File: src/hdl/assert_macros.svh
// Assertion helpers shared by the front-end and queue RTL files.
`ifndef ASSERT_MACROS_SVH
`define ASSERT_MACROS_SVH

`ifndef SYNTHESIS
// Check a property on every rising edge outside reset.
`define ASSERT_CLK(lbl, clk, rst_n, prop, msg) \
    lbl: assert property (@(posedge clk) disable iff (!rst_n) (prop)) else $error(msg);
// Check that a condition never holds on a rising edge outside reset.
`define ASSERT_NEVER(lbl, clk, rst_n, expr, msg) \
    lbl: assert property (@(posedge clk) disable iff (!rst_n) !(expr)) else $error(msg);
`else
`define ASSERT_CLK(lbl, clk, rst_n, prop, msg)
`define ASSERT_NEVER(lbl, clk, rst_n, expr, msg)
`endif

`endif

File: src/hdl/sidlpd_pkg.sv
package sidlpd_pkg;

    // One result word as it travels from the parser to the output stage.
    typedef struct packed {
        logic [7:0] packet_id;
        logic [7:0] packet_length;
        logic [7:0] data_byte;
        logic [7:0] byte_pos;
        logic       is_last;
        logic       is_empty_packet;
        logic       is_abort;
    } t_result;

    localparam logic [7:0] SYNC_RESET  = 8'hA5;
    localparam int         QUEUE_DEPTH = 4;
    localparam int         QUEUE_AW    = 2;

endpackage

File: src/hdl/sidlpd_front.sv
`include "assert_macros.svh"

module sidlpd_front #(
    parameter int PAYLOAD_CAPACITY = 256
) (
    input  logic                i_clk,
    input  logic                i_rst_n,
    input  logic                i_cfg_wr_en,
    input  logic [7:0]          i_cfg_wr_data,
    input  logic                i_rx_valid,
    input  logic [7:0]          i_rx_byte,
    input  logic                i_queue_full,
    output logic                o_rx_ready,
    output logic                o_push,
    output sidlpd_pkg::t_result o_push_word
);

    localparam int              CW  = $clog2(PAYLOAD_CAPACITY + 1);
    localparam logic [CW-1:0]   CAP = CW'(PAYLOAD_CAPACITY);

    typedef enum logic [1:0] {
        PH_HUNT,
        PH_ID,
        PH_LEN,
        PH_DATA
    } t_phase;

    t_phase          r_phase, n_phase;
    logic [7:0]      r_sync;
    logic [7:0]      r_id, n_id;
    logic [7:0]      r_len, n_len;
    logic [CW-1:0]   r_taken, n_taken;
    logic [CW-1:0]   w_taken_inc;
    logic            w_accept;

    assign o_rx_ready  = !i_queue_full;
    assign w_accept    = i_rx_valid && o_rx_ready;
    assign w_taken_inc = r_taken + 1'b1;

    always_comb begin
        n_phase     = r_phase;
        n_id        = r_id;
        n_len       = r_len;
        n_taken     = r_taken;
        o_push      = 1'b0;
        o_push_word = '0;
        o_push_word.packet_id     = r_id;
        o_push_word.packet_length = r_len;
        if (w_accept) begin
            unique case (r_phase)
                PH_HUNT: begin
                    if (i_rx_byte == r_sync) begin
                        n_phase = PH_ID;
                    end
                end
                PH_ID: begin
                    n_id    = i_rx_byte;
                    n_phase = PH_LEN;
                end
                PH_LEN: begin
                    n_len   = i_rx_byte;
                    n_taken = '0;
                    if (i_rx_byte == 8'd0) begin
                        // empty packet: report it and drop back to hunting
                        o_push                      = 1'b1;
                        o_push_word.packet_length   = i_rx_byte;
                        o_push_word.is_last         = 1'b1;
                        o_push_word.is_empty_packet = 1'b1;
                        n_phase                     = PH_HUNT;
                        n_id                        = '0;
                        n_len                       = '0;
                    end else begin
                        n_phase = PH_DATA;
                    end
                end
                PH_DATA: begin
                    o_push = 1'b1;
                    if (r_taken >= CAP) begin
                        // buffer overrun: drop the word and abort the packet
                        o_push_word.is_last  = 1'b1;
                        o_push_word.is_abort = 1'b1;
                        n_phase              = PH_HUNT;
                        n_taken              = '0;
                        n_id                 = '0;
                        n_len                = '0;
                    end else begin
                        o_push_word.data_byte  = i_rx_byte;
                        o_push_word.byte_pos   = 8'(r_taken);
                        o_push_word.is_last    = (9'(w_taken_inc) == {1'b0, r_len});
                        n_taken                = w_taken_inc;
                        if (o_push_word.is_last) begin
                            n_phase = PH_HUNT;
                            n_taken = '0;
                            n_id    = '0;
                            n_len   = '0;
                        end
                    end
                end
            endcase
        end
    end

    always_ff @(posedge i_clk) begin
        if (!i_rst_n) begin
            r_phase <= PH_HUNT;
            r_sync  <= sidlpd_pkg::SYNC_RESET;
            r_id    <= '0;
            r_len   <= '0;
            r_taken <= '0;
        end else begin
            r_phase <= n_phase;
            r_id    <= n_id;
            r_len   <= n_len;
            r_taken <= n_taken;
            if (i_cfg_wr_en) begin
                r_sync <= i_cfg_wr_data;
            end
        end
    end

    `ASSERT_CLK(a_end_hunts, i_clk, i_rst_n, (o_push && o_push_word.is_last) |=> r_phase == PH_HUNT, "end did not hunt")
    `ASSERT_CLK(a_push_phase, i_clk, i_rst_n, o_push |-> (r_phase == PH_LEN || r_phase == PH_DATA), "bad push phase")
    `ASSERT_NEVER(a_push_full, i_clk, i_rst_n, o_push && i_queue_full, "push while queue full")

endmodule

File: src/hdl/sidlpd_queue.sv
`include "assert_macros.svh"

module sidlpd_queue (
    input  logic                i_clk,
    input  logic                i_rst_n,
    input  logic                i_push,
    input  sidlpd_pkg::t_result i_push_word,
    input  logic                i_pop,
    output logic                o_full,
    output logic                o_valid,
    output sidlpd_pkg::t_result o_word
);

    localparam int AW = sidlpd_pkg::QUEUE_AW;

    sidlpd_pkg::t_result r_mem [sidlpd_pkg::QUEUE_DEPTH];
    logic [AW-1:0]       r_wr_ptr;
    logic [AW-1:0]       r_rd_ptr;
    logic [AW:0]         r_count;

    assign o_full  = (r_count == (AW+1)'(sidlpd_pkg::QUEUE_DEPTH));
    assign o_valid = (r_count != '0);
    assign o_word  = r_mem[r_rd_ptr];

    always_ff @(posedge i_clk) begin
        if (i_push) begin
            r_mem[r_wr_ptr] <= i_push_word;
        end
    end

    always_ff @(posedge i_clk) begin
        if (!i_rst_n) begin
            r_wr_ptr <= '0;
            r_rd_ptr <= '0;
            r_count  <= '0;
        end else begin
            if (i_push) begin
                r_wr_ptr <= r_wr_ptr + 1'b1;
            end
            if (i_pop) begin
                r_rd_ptr <= r_rd_ptr + 1'b1;
            end
            if (i_push && !i_pop) begin
                r_count <= r_count + 1'b1;
            end else if (!i_push && i_pop) begin
                r_count <= r_count - 1'b1;
            end
        end
    end

    `ASSERT_NEVER(a_no_overflow, i_clk, i_rst_n, i_push && o_full, "push into full queue")
    `ASSERT_CLK(a_count_up, i_clk, i_rst_n, (i_push && !i_pop) |=> r_count == $past(r_count) + 1'b1, "queue count did not advance")
    `ASSERT_NEVER(a_no_underflow, i_clk, i_rst_n, i_pop && !o_valid, "pop from empty queue")

endmodule

File: src/hdl/sidlpd_back.sv
module sidlpd_back (
    input  logic                i_clk,
    input  logic                i_rst_n,
    input  logic                i_valid,
    input  sidlpd_pkg::t_result i_word,
    output logic                o_pop,
    input  logic                i_pkt_ready,
    output logic                o_pkt_valid,
    output sidlpd_pkg::t_result o_word
);

    logic                r_valid;
    sidlpd_pkg::t_result r_word;

    // load when the output register is free or being drained this cycle
    assign o_pop       = i_valid && (!r_valid || i_pkt_ready);
    assign o_pkt_valid = r_valid;
    assign o_word      = r_word;

    always_ff @(posedge i_clk) begin
        if (!i_rst_n) begin
            r_valid <= 1'b0;
        end else if (o_pop) begin
            r_valid <= 1'b1;
        end else if (i_pkt_ready) begin
            r_valid <= 1'b0;
        end
    end

    always_ff @(posedge i_clk) begin
        if (o_pop) begin
            r_word <= i_word;
        end
    end

endmodule

File: src/hdl/sync_id_length_packet_deframer_unit.sv
// Packet deframer: takes one received byte per cycle unless the queue is full,
// hunts for the sync byte (register, reset 0xA5), then reads an id byte and a
// length byte and streams each payload byte out at once with its id, length,
// index and last mark. A zero-length packet gives one empty-packet word; a
// payload byte beyond PAYLOAD_CAPACITY is dropped with an abort word and
// hunting resumes. The parser pushes each result into a four-entry queue; an
// output register drains the queue, so a result is held in a queue entry and
// then in the output register. Input stalls only when the queue is full under
// back-pressure. Write the sync register only while the block is idle.
module sync_id_length_packet_deframer_unit #(
    parameter int PAYLOAD_CAPACITY = 256
) (
    input  logic       i_clk,
    input  logic       i_rst_n,
    input  logic       i_cfg_wr_en,
    input  logic [7:0] i_cfg_wr_data,
    input  logic       i_rx_valid,
    output logic       o_rx_ready,
    input  logic [7:0] i_rx_byte,
    output logic       o_pkt_valid,
    input  logic       i_pkt_ready,
    output logic [7:0] o_packet_id,
    output logic [7:0] o_packet_length,
    output logic [7:0] o_data_byte,
    output logic [7:0] o_byte_pos,
    output logic       o_is_last,
    output logic       o_is_empty_packet,
    output logic       o_is_abort
);

    logic                w_push;
    sidlpd_pkg::t_result w_push_word;
    logic                w_full;
    logic                w_q_valid;
    sidlpd_pkg::t_result w_q_word;
    logic                w_pop;
    sidlpd_pkg::t_result w_out_word;

    sidlpd_front #(
        .PAYLOAD_CAPACITY(PAYLOAD_CAPACITY)
    ) u_front (
        .i_clk         (i_clk),
        .i_rst_n       (i_rst_n),
        .i_cfg_wr_en   (i_cfg_wr_en),
        .i_cfg_wr_data (i_cfg_wr_data),
        .i_rx_valid    (i_rx_valid),
        .i_rx_byte     (i_rx_byte),
        .i_queue_full  (w_full),
        .o_rx_ready    (o_rx_ready),
        .o_push        (w_push),
        .o_push_word   (w_push_word)
    );

    sidlpd_queue u_queue (
        .i_clk       (i_clk),
        .i_rst_n     (i_rst_n),
        .i_push      (w_push),
        .i_push_word (w_push_word),
        .i_pop       (w_pop),
        .o_full      (w_full),
        .o_valid     (w_q_valid),
        .o_word      (w_q_word)
    );

    sidlpd_back u_back (
        .i_clk       (i_clk),
        .i_rst_n     (i_rst_n),
        .i_valid     (w_q_valid),
        .i_word      (w_q_word),
        .o_pop       (w_pop),
        .i_pkt_ready (i_pkt_ready),
        .o_pkt_valid (o_pkt_valid),
        .o_word      (w_out_word)
    );

    assign o_packet_id       = w_out_word.packet_id;
    assign o_packet_length   = w_out_word.packet_length;
    assign o_data_byte       = w_out_word.data_byte;
    assign o_byte_pos        = w_out_word.byte_pos;
    assign o_is_last         = w_out_word.is_last;
    assign o_is_empty_packet = w_out_word.is_empty_packet;
    assign o_is_abort        = w_out_word.is_abort;

endmodule

File: config.mk
export PLATFORM = sky130hd
export DESIGN_NAME = sync_id_length_packet_deframer_unit
export DESIGN_NICKNAME = d
export VERILOG_FILES = /design/src/hdl/sidlpd_pkg.sv /design/src/hdl/sidlpd_front.sv /design/src/hdl/sidlpd_queue.sv /design/src/hdl/sidlpd_back.sv /design/src/hdl/sync_id_length_packet_deframer_unit.sv
export VERILOG_INCLUDE_DIRS = /design/src /design/src/hdl
export SDC_FILE = /design/constraint.sdc
export NUM_CORES = 1
export LEC_CHECK = 0
export ABC_AREA = 1
export BUFFER_PORTS_ARGS = -buffer_cell sky130_fd_sc_hd__clkbuf_2
export CORE_UTILIZATION = 30
export DETAILED_ROUTE_END_ITERATION = 6
export GPL_TIMING_DRIVEN = 0
export PLACE_DENSITY = 0.51
export SYNTH_ARGS = -nofsm -noshare
export SYNTH_HDL_FRONTEND = slang
export SYNTH_HIERARCHICAL = 1
export SYNTH_SLANG_ARGS = --single-unit
File: constraint.sdc
create_clock -name i_clk -period 5.09 [get_ports i_clk]
set_clock_uncertainty 0.05 [all_clocks]
set_input_delay 0.2545 -clock i_clk [delete_from_list [all_inputs] [get_ports i_clk]]
set_output_delay 0.2545 -clock i_clk [all_outputs]
set_load 0.02 [all_outputs]
==> metrics.md <==
| Metric | Value |
|---|---|
| Status | complete, no violations |
| Min-Delay Path Depth | 3 |
| Reg clk slew, reported paths | ~0.06 ns |
| DR pass1 iterations | 5 |
| Post-cts resize count | 0 |
| Library cells used by synthesis | 35 |
| Area Growth Syn to Fin | 20.28% |
| Critical path data required time | 5.44 ns |
| Post-Syn Area per Cell | 11.51 sq um |
| HP Start | i_rx_byte[0] |
| Hold Fails Final Rpt | 0 |
| Synthesis-stage register bit count | 220 |
| Cell area after layout | 10620 sq um |
| Sum Neg Setup Slack | 0 ns |
| Commonest non-fill, non-tap cell in the layout | edfxtp_1 |
| Global Route Usage Sum | between 10 and 15% |
| Fin util | a little under two fifths |
| Internal power | roughly 3.6 mW |
| Final nets | slightly below 900 |
| Endpoint type of the worst setup path | flip-flop |
| Clock latency on the worst-skew pair | about 0.5 ns |
| Cell Count Post-Placement | 1212 |
| Max cap viols | 0 |
| Synth Cell Area | slightly below 9000 sq um |
| Worst reg-to-reg path cell count | 16 |
| Final setup violation count | 0 |
| TritonCTS clock tree | built |
| Placer Congestion | 0.7762 |
| Post-DP Area | roughly 10000 sq um |
| Crit path kind | reg -> reg |
| Hold EP | u_front/r_len[0] |
| Number of global-route vias before repair | around 5600 |
| H-tree levels | 1 |
| Cell Count, Final, Fillers Out | between 1000 and 1500 |
| Die Ht | between 150 and 200 microns |
| Reg2reg start | u_queue/r_count[1] |
| Vias | 5822 |
| Fmax | approximately 330 MHz |
| Drt initial violations | about 420 |
| Clock power share | 34.1% |
| Startpoint types | flip-flop |
| Detail Route Antenna Nets | 0 |
| Initial Util | 30.59% |
| Max IR drop VDD | ~0.0004 V |
| Layout cell share with drive strength beyond 1 | between 10% and 20% |
| Final Critical Period | 3.012 ns |
| P per Cell Area | a little under 500 nW/um^2 |
| Fin. max-slew vios | 0 |
| Highest routed metal layer | met4 |
| Met3 Wirelength | 1.005 mm |
| Initial antenna violation count | 0 |
| I/O pins | 58 |
| N_diodes | 0 |
| Syn nets | between 700 and 800 |
| Inserted Clock Buffers | 25 |
| Synth warn | 6 |
| Slew margin rel. | between 40% and 50% |
| Part of the Yosys area used for sequential elements | between 60 and 70% |
| CP max FO | 10 |
| RR Endpoint | u_queue/r_count[2] |
| Switching Fraction | 30.14% |
| Min-delay worst type | in -> reg |
| Core ar. | 28860 sq um |
| CTS Root Cell | clkbuf_16 |
| Detailed-route wire length | between 20 and 25 mm |
| GRT overflow | 0 |
| Cell Rows | 62 |
| Comb pwr share | about 22% |
| Metal-1 WL | slightly below 10 mm |
| Sequential share of power | approximately 44% |
| Drt drc | 0 |
| DIE AREA | approximately 30000 sq um |
| Longest Clk Path Bufs | 3 |
| Post-CTS Setup Bufs | 0 |
| Worst-margin pin slew | between 0.8 and 0.9 ns |
| Port Buffers | between 50 and 60 |
| Largest net degree at the start of global routing | 36 |
| Period utilisation layout | between 50% and 60% |
| RSZ-0062 raised after global routing | no |
| Clk sinks | 220 |
| Reg2reg setup slack | roughly 2.1 ns |
| Drt wl/cell | about 16 microns |
| First-pass GRT wire length | 32.37 mm |
| Leak Pwr | 3.910 nW |
| CTS Hold Bufs | 10 |
| Die X | approximately 170 microns |
| Mapped Cells | around 770 |
| DP HPWL | approximately 13 mm |
| Routed met2 length | ~9.6 mm |
| Via density per instance | about 4.6 |
| NetSw | between 1.5 and 2 mW |
| Most frequent cells in the layout | 175 x edfxtp_1, 136 x nor2_1, 100 x nand2_1 |
| Data arrival time of the worst path | 3.37 ns |
## cells in the mapped netlist (all sizes together)
library cell,count,area [sq um]
fa,1,20.02
nor4,2,12.51
edfxtp,175,5255
nand2,107,437.9
nand4,15,93.84
nand3,25,152.7
o21ai,84,424.2
clkinv,1,3.750
xor2,1,8.760
o22ai,35,219.0
xnor2,9,78.83
clkbuf,6,32.53
a21oi,23,118.9
buf,24,155.1
nor3,4,20.02
dfxtp,45,900.9
nor3b,1,7.510
inv,59,224.0
nor2,143,574.3
ha,7,87.58
## power groups by stage
stage	Sequential [mW]	Clock [mW]	Combinational [mW]
5_1_grt	2.27	1.88	1.28
3_3_place_gp	2.31	0	1.12
2_1_floorplan	2.48	0	0.519
4_1_cts	2.26	1.81	1.19
6_report	2.25	1.76	1.16
3_5_place_dp	2.29	0	1.18
## worst max-delay path, cell delays in order (launching register included)
cell and delay, ns:
dfxtp_1 0.38, nor3_1 0.08, inv_1 0.07, nand2_1 0.25, nor2_1 0.17, inv_1 0.09, clkbuf_1 0.30, nor2_1 0.44
ha_1 0.25, inv_1 0.07, fa_1 0.43, inv_1 0.06, nand2_1 0.06, nand3_1 0.08, nand2_1 0.05, inv_1 0.05
nor2_1 0.04
## state kept, by name, indices dropped and copies added (netlist names), named ones only
name and flops:
u_back/o_pkt_valid 1, u_back/o_word 35, u_front/r_id 8, u_front/r_len 8, u_front/r_phase 2, u_front/r_sync 8
u_front/r_taken 9, u_queue/r_count 3, u_queue/r_mem 140, u_queue/r_rd_ptr 2, u_queue/r_wr_ptr 2
## worst max-delay path by stage
| stage | from | endpoint | depth (start not counted) |
|---|---|---|---|
| 2_1_floorplan | u_queue/r_count[0] | u_queue/r_count[1] | 10 |
| 3_3_place_gp | u_queue/r_count[1] | u_queue/r_count[1] | 10 |
| 3_5_place_dp | u_queue/r_count[0] | u_queue/r_count[2] | 16 |
| 4_1_cts | u_queue/r_count[1] | u_queue/r_count[2] | 16 |
| 5_1_grt | u_queue/r_count[1] | u_queue/r_count[2] | 16 |
| 6_report | u_queue/r_count[1] | u_queue/r_count[2] | 16 |
## cell type report
| cell class | instances | area (sq um) |
|---|---|---|
| Fill cell | 2864 | 18240 |
| Sequential cell | 220 | 6156 |
| Multi-Input combinational cell | 457 | 2272 |
| Clock buffer | 34 | 679.4 |
| Timing Repair Buffer | 71 | 488.0 |
| Tap cell | 384 | 480.5 |
| Inverter | 60 | 227.7 |
| Buffer | 30 | 187.7 |
| Clock inverter | 10 | 126.4 |
## per-layer routing
layer  track usage (%)  vias to the layer above
li1                  -                     2871
met1             19.79                     2768
met2             21.84                      147
met3             2.193                       36
met4             3.798                        0
met5                 0                        -
## kinds of logic (layout without fill, tap and decap cells)
family,count (synthesis),count (layout),share of synthesized area (%)
buffers and inverters,90,205,4.706
DFF,220,220,69.74
xor gates and xnor gates,10,10,0.9923
adders and majority gates,8,8,1.219
AOI/OAI and AO/OA,142,142,8.632
and+or+nand+nor,297,297,14.71
## stage by stage
stage | worst slack [ns] | power [mW] | hold WS (ns)
after floorplan | 1.523 | 2.999 | 0.3258
after global placement | 0.06794 | 3.432 | 0.3788
after detailed placement | 2.058 | 3.472 | 0.3837
after CTS | 2.046 | 5.251 | 0.01001
after global routing | 1.775 | 5.427 | 0.04370
final | 2.078 | 5.175 | 0.02604
Note: power is estimated with default switching activity, not from simulation.
